### src/awbc_pkg.sv
`timescale 1ns / 1ps
package awbc_pkg;

	localparam int SAMPLE_W = 12;
	localparam int BOUND_W = 13;
	localparam int BAND_W = 3;
	localparam int NUM_BANDS = 4;
	localparam int CFG_IDX_W = 4;

	localparam int DEF_WINDOW_DEPTH = 8;
	localparam int DEF_JUMP_THRESHOLD = 250;

	// Entries in the queue between the front and back halves
	localparam int QDEPTH = 4;
	localparam int QPTR_W = $clog2(QDEPTH);
	localparam int QLVL_W = $clog2(QDEPTH + 1);

	localparam logic [BOUND_W-1:0] PREV_RESET = BOUND_W'(4096);

	localparam logic [BAND_W-1:0] BAND_NONE = 3'd0;

	// register indexes
	localparam logic [CFG_IDX_W-1:0] REG_B1_LO = 4'd0;
	localparam logic [CFG_IDX_W-1:0] REG_B1_HI = 4'd1;
	localparam logic [CFG_IDX_W-1:0] REG_B2_LO = 4'd2;
	localparam logic [CFG_IDX_W-1:0] REG_B2_HI = 4'd3;
	localparam logic [CFG_IDX_W-1:0] REG_B3_LO = 4'd4;
	localparam logic [CFG_IDX_W-1:0] REG_B3_HI = 4'd5;
	localparam logic [CFG_IDX_W-1:0] REG_B4_LO = 4'd6;
	localparam logic [CFG_IDX_W-1:0] REG_B4_HI = 4'd7;

	localparam logic [SAMPLE_W-1:0] LO_RESET [NUM_BANDS] = '{
		12'd528, 12'd789, 12'd679, 12'd1846
	};
	localparam logic [BOUND_W-1:0] HI_RESET [NUM_BANDS] = '{
		13'd646, 13'd965, 13'd830, 13'd2257
	};

	typedef struct packed {
		logic                jump;
		logic [SAMPLE_W-1:0] win_min;
		logic [SAMPLE_W-1:0] win_max;
	} awbc_entry_t;

	typedef struct packed {
		logic [NUM_BANDS-1:0][SAMPLE_W-1:0] lo;
		logic [NUM_BANDS-1:0][BOUND_W-1:0]  hi;
	} awbc_bands_t;

endpackage

### src/adc_window_band_classifier.sv
`timescale 1ns / 1ps
// ADC window band classifier. Each accepted sample goes into a ring of
// WINDOW_DEPTH entries (cleared to zero at reset); the result reports the
// min and max over the ring after that write, the first of four bands
// (1..4, else 0) whose low bound lies strictly below the min and whose
// high bound lies strictly above the max, and a jump flag that is set when
// the sample exceeds the previous one by more than JUMP_THRESHOLD (never on
// the first sample after reset). One sample per clock is accepted while
// in_ready is high, which needs a queue slot free beyond the stage-1 item;
// a result passes through the stage-1 register and the queue into the
// output register. The rate is set by the ring write plus a combinational
// min/max tree over the ring in the front half; a four-entry queue and the
// output register let input and output stall independently. The user must
// write band bounds through cfg_we/cfg_index/cfg_data only while the block
// is idle; the block does not enforce this. Indexes above 7 are ignored.
module adc_window_band_classifier import awbc_pkg::*; #(
	parameter int WINDOW_DEPTH = DEF_WINDOW_DEPTH,
	parameter int JUMP_THRESHOLD = DEF_JUMP_THRESHOLD
) (
	input  logic                 clk,
	input  logic                 arst_n,
	input  logic                 in_valid,
	output logic                 in_ready,
	input  logic [SAMPLE_W-1:0]  sample,
	output logic                 out_valid,
	input  logic                 out_ready,
	output logic [BAND_W-1:0]    band_code,
	output logic                 jump_detected,
	output logic [SAMPLE_W-1:0]  window_min,
	output logic [SAMPLE_W-1:0]  window_max,
	input  logic                 cfg_we,
	input  logic [CFG_IDX_W-1:0] cfg_index,
	input  logic [BOUND_W-1:0]   cfg_data
);

	awbc_bands_t       bands_q;
	logic              push;
	awbc_entry_t       push_data;
	logic              pop;
	logic              q_valid;
	awbc_entry_t       q_data;
	logic [QLVL_W-1:0] q_level;

	// band bound registers: lows keep 12 bits, highs 13
	always_ff @(posedge clk or negedge arst_n) begin
		if (!arst_n) begin
			for (int b = 0; b < NUM_BANDS; b++) begin
				bands_q.lo[b] <= LO_RESET[b];
				bands_q.hi[b] <= HI_RESET[b];
			end
		end else if (cfg_we) begin
			case (cfg_index)
				REG_B1_LO: bands_q.lo[0] <= cfg_data[SAMPLE_W-1:0];
				REG_B1_HI: bands_q.hi[0] <= cfg_data;
				REG_B2_LO: bands_q.lo[1] <= cfg_data[SAMPLE_W-1:0];
				REG_B2_HI: bands_q.hi[1] <= cfg_data;
				REG_B3_LO: bands_q.lo[2] <= cfg_data[SAMPLE_W-1:0];
				REG_B3_HI: bands_q.hi[2] <= cfg_data;
				REG_B4_LO: bands_q.lo[3] <= cfg_data[SAMPLE_W-1:0];
				REG_B4_HI: bands_q.hi[3] <= cfg_data;
				default: ;
			endcase
		end
	end

	// front: ring, jump test, min/max
	awbc_front #(
		.WINDOW_DEPTH(WINDOW_DEPTH),
		.JUMP_THRESHOLD(JUMP_THRESHOLD)
	) u_front (
		.clk(clk),
		.arst_n(arst_n),
		.in_valid(in_valid),
		.in_ready(in_ready),
		.sample(sample),
		.q_level(q_level),
		.push(push),
		.push_data(push_data)
	);

	// decoupling queue
	awbc_fifo u_fifo (
		.clk(clk),
		.arst_n(arst_n),
		.push(push),
		.push_data(push_data),
		.pop(pop),
		.q_valid(q_valid),
		.q_data(q_data),
		.q_level(q_level)
	);

	// back: band match and output register
	awbc_back u_back (
		.clk(clk),
		.arst_n(arst_n),
		.q_valid(q_valid),
		.q_data(q_data),
		.pop(pop),
		.bands(bands_q),
		.out_valid(out_valid),
		.out_ready(out_ready),
		.band_code(band_code),
		.jump_detected(jump_detected),
		.window_min(window_min),
		.window_max(window_max)
	);

`ifndef SYNTHESIS
	// queue never holds more than its depth
	assert property (@(posedge clk) disable iff (!arst_n)
		q_level <= QLVL_W'(QDEPTH))
		else $error("queue level above depth");

	// a new request is only taken when the queue has a free slot
	assert property (@(posedge clk) disable iff (!arst_n)
		in_ready |-> q_level < QLVL_W'(QDEPTH))
		else $error("request taken with queue full");

	// min and max come from the same ring snapshot
	assert property (@(posedge clk) disable iff (!arst_n)
		out_valid |-> window_min <= window_max)
		else $error("window min above window max");

	// a pushed entry with no pop raises the queue level in the next cycle
	assert property (@(posedge clk) disable iff (!arst_n)
		push && !pop |=> q_level == $past(q_level) + 1'b1)
		else $error("queue push lost");
`endif

endmodule

### src/awbc_front.sv
`timescale 1ns / 1ps
module awbc_front import awbc_pkg::*; #(
	parameter int WINDOW_DEPTH = DEF_WINDOW_DEPTH,
	parameter int JUMP_THRESHOLD = DEF_JUMP_THRESHOLD
) (
	input  logic                clk,
	input  logic                arst_n,
	input  logic                in_valid,
	output logic                in_ready,
	input  logic [SAMPLE_W-1:0] sample,
	input  logic [QLVL_W-1:0]   q_level,
	output logic                push,
	output awbc_entry_t         push_data
);

	localparam int PW = (WINDOW_DEPTH > 1) ? $clog2(WINDOW_DEPTH) : 1;
	localparam int PAD = 1 << PW;

	logic [SAMPLE_W-1:0] ring_q [WINDOW_DEPTH];
	logic [PW-1:0]       wr_ptr_q;
	logic [BOUND_W-1:0]  prev_q;
	logic                valid_s1;
	logic                jump_s1;
	logic                accept;
	logic                jump_d;
	logic [QLVL_W:0]     used;
	logic signed [BOUND_W:0] diff;
	logic [SAMPLE_W-1:0] mn_tree [1:2*PAD-1];
	logic [SAMPLE_W-1:0] mx_tree [1:2*PAD-1];

	// queue slots taken, counting the request still in stage 1
	assign used = {1'b0, q_level} + (QLVL_W+1)'(valid_s1);
	assign in_ready = used < (QLVL_W+1)'(QDEPTH);
	assign accept = in_valid && in_ready;

	assign diff = $signed({2'b00, sample}) - $signed({1'b0, prev_q});
	assign jump_d = diff > $signed((BOUND_W+1)'(JUMP_THRESHOLD));

	always_ff @(posedge clk or negedge arst_n) begin
		if (!arst_n) begin
			for (int i = 0; i < WINDOW_DEPTH; i++) begin
				ring_q[i] <= '0;
			end
			wr_ptr_q <= '0;
			prev_q <= PREV_RESET;
			valid_s1 <= 1'b0;
		end else begin
			valid_s1 <= accept;
			if (accept) begin
				for (int i = 0; i < WINDOW_DEPTH; i++) begin
					if (wr_ptr_q == PW'(i)) begin
						ring_q[i] <= sample;
					end
				end
				prev_q <= {1'b0, sample};
				if (wr_ptr_q == PW'(WINDOW_DEPTH - 1)) begin
					wr_ptr_q <= '0;
				end else begin
					wr_ptr_q <= wr_ptr_q + 1'b1;
				end
			end
		end
	end

	always_ff @(posedge clk) begin
		if (accept) begin
			jump_s1 <= jump_d;
		end
	end

	// min/max tree over the ring; spare leaves repeat entry 0
	always_comb begin
		for (int i = 0; i < PAD; i++) begin
			if (i < WINDOW_DEPTH) begin
				mn_tree[PAD + i] = ring_q[i];
				mx_tree[PAD + i] = ring_q[i];
			end else begin
				mn_tree[PAD + i] = ring_q[0];
				mx_tree[PAD + i] = ring_q[0];
			end
		end
		for (int i = PAD - 1; i >= 1; i--) begin
			mn_tree[i] = (mn_tree[2*i] < mn_tree[2*i+1]) ? mn_tree[2*i] : mn_tree[2*i+1];
			mx_tree[i] = (mx_tree[2*i] > mx_tree[2*i+1]) ? mx_tree[2*i] : mx_tree[2*i+1];
		end
	end

	// ring holds exactly the stage-1 item's view during this cycle
	assign push = valid_s1;
	assign push_data = '{jump: jump_s1, win_min: mn_tree[1], win_max: mx_tree[1]};

endmodule

### src/awbc_fifo.sv
`timescale 1ns / 1ps
module awbc_fifo import awbc_pkg::*; (
	input  logic              clk,
	input  logic              arst_n,
	input  logic              push,
	input  awbc_entry_t       push_data,
	input  logic              pop,
	output logic              q_valid,
	output awbc_entry_t       q_data,
	output logic [QLVL_W-1:0] q_level
);

	awbc_entry_t       slot_q [QDEPTH];
	logic [QPTR_W-1:0] wr_q;
	logic [QPTR_W-1:0] rd_q;
	logic [QLVL_W-1:0] level_q;

	always_ff @(posedge clk or negedge arst_n) begin
		if (!arst_n) begin
			wr_q <= '0;
			rd_q <= '0;
			level_q <= '0;
		end else begin
			if (push) begin
				wr_q <= wr_q + 1'b1;
			end
			if (pop) begin
				rd_q <= rd_q + 1'b1;
			end
			if (push && !pop) begin
				level_q <= level_q + 1'b1;
			end else if (pop && !push) begin
				level_q <= level_q - 1'b1;
			end
		end
	end

	always_ff @(posedge clk) begin
		if (push) begin
			slot_q[wr_q] <= push_data;
		end
	end

	assign q_valid = level_q != '0;
	assign q_data = slot_q[rd_q];
	assign q_level = level_q;

endmodule

### src/awbc_back.sv
`timescale 1ns / 1ps
module awbc_back import awbc_pkg::*; (
	input  logic                clk,
	input  logic                arst_n,
	input  logic                q_valid,
	input  awbc_entry_t         q_data,
	output logic                pop,
	input  awbc_bands_t         bands,
	output logic                out_valid,
	input  logic                out_ready,
	output logic [BAND_W-1:0]   band_code,
	output logic                jump_detected,
	output logic [SAMPLE_W-1:0] window_min,
	output logic [SAMPLE_W-1:0] window_max
);

	logic                out_valid_q;
	logic [BAND_W-1:0]   band_q;
	logic                jump_q;
	logic [SAMPLE_W-1:0] min_q;
	logic [SAMPLE_W-1:0] max_q;
	logic [BAND_W-1:0]   band_d;

	// lowest numbered matching band wins: scan from the top down
	always_comb begin
		band_d = BAND_NONE;
		for (int b = NUM_BANDS - 1; b >= 0; b--) begin
			if (q_data.win_min > bands.lo[b] && {1'b0, q_data.win_max} < bands.hi[b]) begin
				band_d = BAND_W'(b + 1);
			end
		end
	end

	assign pop = q_valid && (!out_valid_q || out_ready);

	always_ff @(posedge clk or negedge arst_n) begin
		if (!arst_n) begin
			out_valid_q <= 1'b0;
		end else if (!out_valid_q || out_ready) begin
			out_valid_q <= q_valid;
		end
	end

	always_ff @(posedge clk) begin
		if (pop) begin
			band_q <= band_d;
			jump_q <= q_data.jump;
			min_q <= q_data.win_min;
			max_q <= q_data.win_max;
		end
	end

	assign out_valid = out_valid_q;
	assign band_code = band_q;
	assign jump_detected = jump_q;
	assign window_min = min_q;
	assign window_max = max_q;

endmodule
### config.mk
export PLATFORM = sky130hd
export DESIGN_NAME = adc_window_band_classifier
export DESIGN_NICKNAME = d
export VERILOG_FILES = /design/src/awbc_pkg.sv /design/src/adc_window_band_classifier.sv /design/src/awbc_front.sv /design/src/awbc_fifo.sv /design/src/awbc_back.sv
export SDC_FILE = /design/constraint.sdc
export NUM_CORES = 1
export LEC_CHECK = 0
export ABC_CLOCK_PERIOD_IN_PS = 11700
export BUFFER_PORTS_ARGS = -buffer_cell sky130_fd_sc_hd__buf_2
export CAP_MARGIN = 25
export CORE_ASPECT_RATIO = 1.4
export CORE_MARGIN = 2
export CORE_UTILIZATION = 50
export DETAILED_ROUTE_END_ITERATION = 7
export GPL_ROUTABILITY_DRIVEN = 0
export PLACE_DENSITY_LB_ADDON = 0.05
export SLEW_MARGIN = 20
export SYNTH_ARGS = -nofsm -noshare
export SYNTH_HDL_FRONTEND = slang
export SYNTH_SLANG_ARGS = --single-unit
export TNS_END_PERCENT = 1
### constraint.sdc
create_clock -name clk -period 11.7 [get_ports clk]
set_clock_uncertainty 0.1 [all_clocks]
set_input_delay 1.755 -clock clk [delete_from_list [all_inputs] [get_ports clk]]
set_output_delay 1.755 -clock clk [all_outputs]
set_load 0.01 [all_outputs]
==> results <==
- The root cell of the clock tree is sky130_fd_sc_hd__clkbuf_16.
- The fraction of the yosys area taken by sequential cells is 44.4%.
- The top-level I/O count is 64.
- The data arrival at the endpoint of the critical path is slightly below 8000 ps.
- The initial cell density of the core is 50.6%.
- The first global-routing pass estimated 84.6 mm of wire.
- The category of the worst setup path capture point is a flop.
- The post-synthesis cell type count is 85.
- The met1 demand-to-capacity share in global routing is 28.7%.
- Counting along the longest clock path gives a buffer depth of 3.
- The minimum clock period after layout is roughly 7700 ps.
- The die covers 44300 um^2.
- The adder-cell share of the synthesized area is 13.7%.
- The average cell area after synthesis is approximately 11 um^2.
- The type of the setup path with the least slack is reg -> reg.
- The number of global-route vias before repair is ~15000.
- Among all stages on the critical path, the largest delay is contributed by sky130_fd_sc_hd__o31a_1.
- The number of buffers added for setup after CTS is 0.
- STA classifies the critical path startpoint as a flop.
- The post-detailed-route via-to-cell ratio is approximately 5.8.
- The deepest level of the CTS H-tree is 2.
- The number of storage elements in the synthesis netlist is 350.
- The fill cell instance count of the final layout is 3636.
- The total area inside the core boundary comes to approximately 42000 um^2.
- The proportion of layout cells with a drive suffix above 1 is between 20 and 25%.
- The largest area contributor in the netlist is sky130_fd_sc_hd__dfrtp_1.
- The number of gates resized after CTS was 0.
- The hold buffer count at cts is 0.
- The number of synthesized flops with an enable pin is 129.
- Setup repair after global routing left no endpoint under its margin.
- The flow ran to the end, and the final reports show no timing, DRC or antenna violations.
- The critical path's largest stage delay is 680 ps.
- The area taken by flip-flops and latches is 9460 um^2.
- For the worst-skew pair, the clock arrives at the later sink with an insertion delay of 550 ps.
- The multi-input combinational cell area is 10800 um^2.
- The net count after synthesis is 2170.
- The die height is 248 um.
- The predominant post-synthesis flop cell is sky130_fd_sc_hd__dfrtp_1.
- The layout-stage area growth over the synthesis result is 10.8%.
- After detailed routing, the total wire length is 53.5 mm.
- TritonCTS built the clock tree.
- Ranked by total cell area, the synthesized netlist is headed by sky130_fd_sc_hd__dfrtp_1 (21%), sky130_fd_sc_hd__edfxtp_1 (18%), sky130_fd_sc_hd__ha_1 (14%), sky130_fd_sc_hd__mux2_2 (8.7%), sky130_fd_sc_hd__dfstp_2 (5.3%).
- The post-synthesis instance area is around 21000 um^2.
- The max-cap check violation count is 0.
- The total half-perimeter wirelength after legalization and detailed placement is 40.8 mm.
- The number of endpoints with negative hold slack in the final report is 0.
- The achievable frequency is roughly 130 MHz.
- The worst slew margin relative to its limit is 39.4%.
- The number of warning messages in the yosys log is 0.
- The largest net degree at the start of global routing is 95.
- The first detailed-routing pass took 7 iterations.
- The top cell type by area accounts for 20.9% of the synthesized area.
- The total grt overflow is 0.
- The layer flagged by global routing as most heavily used is met2.
- The final net count is 2239.
- The dominant combinational cell family by area after synthesis is multiplexers.
- The worst path uses between 60% and 70% of the clock period.
- After routing, the total negative slack on setup checks comes to 0 ps.
- The met2 capacity usage during global routing is ~45%.
- In the synthesized netlist, mux cells make up 14.9% of the area.
- The type of the tightest min-delay check is reg -> reg.
- The basic-gate share of the synthesized area counting and, or, nand and nor cells is 9.14%.
- Clock-pin slew was measured on the worst setup and hold paths at about 70 ps.
- STA puts the critical path data required time at 11870 ps.
- The clock sink count is 350.
- The number of port buffers is 63.
- The post-synthesis async set-or-reset flop share is between 60% and 70%.
- In this run the worst path has a maximum fanout of 14.
- In the global route stage, overall resource usage came out at 25.0%.
- The per-cell routed wire length is roughly 21 um.
- At the pin with the least slew margin, the transition time is 909 ps.
- Setup violations remaining at the end of the flow were counted as 0.
- 0 antenna diodes ended up in the layout.
- The compound-gate portion of the synthesized area is 12.2%.
- The met3 track demand over resource is 2.75%.
- In this run the core area contains 89 standard-cell rows.
- The remaining routing DRC violations is 0.
- The total via count in the routed design is 14700.
- Synthesis handed over a netlist of 1904 instances.
- The detailed router finished its first iteration with 603 violations.
- The number of antenna violations at the first check in global routing was 0.
- Buffers inserted during clock tree synthesis total 38.
- The number of antenna-violating nets in the routed design is 0.
- Measured along the x axis, the die boundary spans between 150 and 200 um.
- The XOR/XNOR share of the synthesized area is 0.575%.
- The final-report max-slew violation count is 0.
==> cell type report <==
| cell class | count | share of cell area, % |
|---|---|---|
| tap | 546 | 2.89 |
| clock inverter | 22 | 1.23 |
| inverter | 227 | 3.61 |
| timing repair buffer | 88 | 2.20 |
| multi-input combinational | 1268 | 45.7 |
| sequential | 350 | 40.0 |
| clock buffer | 48 | 4.36 |
==> Yosys cell counts (25+ instances only) <==
library cell               count
sky130_fd_sc_hd__o21ai_0     103
sky130_fd_sc_hd__nand3_1      37
sky130_fd_sc_hd__dfstp_2      43
sky130_fd_sc_hd__mux4_2       25
sky130_fd_sc_hd__clkbuf_1     36
sky130_fd_sc_hd__a21oi_1      79
sky130_fd_sc_hd__a21o_1       63
sky130_fd_sc_hd__edfxtp_1    129
sky130_fd_sc_hd__nand2_1     126
sky130_fd_sc_hd__inv_1       225
sky130_fd_sc_hd__mux2_2      164
sky130_fd_sc_hd__nor2_1       59
sky130_fd_sc_hd__mux2i_1      72
sky130_fd_sc_hd__dfrtp_1     178
sky130_fd_sc_hd__nand4_1      41
sky130_fd_sc_hd__ha_1        230
==> placed cells by master (no fill, tap or decap), types with 19 or more instances in the layout <==
cell	n
sky130_fd_sc_hd__a21o_1	63
sky130_fd_sc_hd__inv_1	225
sky130_fd_sc_hd__buf_2	62
sky130_fd_sc_hd__buf_4	23
sky130_fd_sc_hd__mux2_2	164
sky130_fd_sc_hd__dfrtp_1	177
sky130_fd_sc_hd__nand4_1	41
sky130_fd_sc_hd__o21ai_0	103
sky130_fd_sc_hd__dfstp_2	43
sky130_fd_sc_hd__mux4_2	25
sky130_fd_sc_hd__nand2_1	126
sky130_fd_sc_hd__a211oi_1	21
sky130_fd_sc_hd__nand3_1	37
sky130_fd_sc_hd__nor2_1	59
sky130_fd_sc_hd__mux2i_1	72
sky130_fd_sc_hd__and4_1	19
sky130_fd_sc_hd__a21oi_1	78
sky130_fd_sc_hd__ha_1	230
sky130_fd_sc_hd__edfxtp_1	129
sky130_fd_sc_hd__clkbuf_16	39
sky130_fd_sc_hd__nor2b_1	19
==> through the flow <==
stage	instance area, um^2	hold slack [ps]	setup WS (ps)	std cells	utilization (%)
2_1_floorplan	21300	354	5050	1904	-
3_3_place_gp	22300	381	3440	2474	52.9
3_5_place_dp	22300	380	3670	2477	52.9
4_1_cts	23600	394	3620	2547	56.1
5_1_grt	23600	422	3430	2549	56.1
6_report	23600	391	4020	2549	56.1
==> logic make-up (layout without fill, tap and decap cells) <==
group / count (synthesis) / after routing
muxes: 264 / 264
xor gates and xnor gates: 14 / 14
AOI/OAI and AO/OA: 376 / 376
adders and majority gates: 232 / 232
DFF: 350 / 350
and+or+nand+nor: 382 / 382
buffers and inverters: 286 / 385
==> routing by layer <==
layer  vias up  share of wire, %
met2       252                51
met4         0               5.8
met1      7240                40
met3       117               2.7
li1       7066                 -
met5         -                 0
==> final timing paths <==
check / cells after the start / slack (ps) / from / end
max: 27 / 4020 / u_front.mn_tree[59]$_DFFE_PN0P_ / u_fifo.slot_q[0][2]$_DFFE_PP_
min: 2 / 390 / u_front.prev_q[0]$_DFFE_PN0P_ / u_front.prev_q[0]$_DFFE_PN0P_
max reg2reg: 27 / 4020 / u_front.mn_tree[59]$_DFFE_PN0P_ / u_fifo.slot_q[0][2]$_DFFE_PP_
min reg2reg: 2 / 390 / u_front.prev_q[0]$_DFFE_PN0P_ / u_front.prev_q[0]$_DFFE_PN0P_
max in group asynchronous: 2 / 8970 / arst_n / u_front.mn_tree[36]$_DFFE_PN0P_
min in group asynchronous: 1 / 1120 / arst_n / bands_q[70]$_DFFE_PN0P_
==> worst max-delay path, delay by kind of cell, from the launching register on <==
family | cells | cell delay [ps]
AOI/OAI and AO/OA | 10 | 2820
adders and majority gates | 3 | 970
buffers and inverters | 2 | 280
DFF | 1 | 400
muxes | 1 | 640
and+or+nand+nor | 11 | 2170
==> state kept, by name (all words and copies together) (netlist names), 2 cells and up <==
name,flops
bands_q,100
u_back.band_code,3
u_back.window_max,12
u_back.window_min,12
u_fifo.q_level,3
u_fifo.rd_q,2
u_fifo.slot_q,100
u_fifo.wr_q,2
u_front.mn_tree,96
u_front.prev_q,13
u_front.wr_ptr_q,3
Power is not shown: default switching activity piles up to over one toggle a cycle in this logic, so the estimate is an artifact.
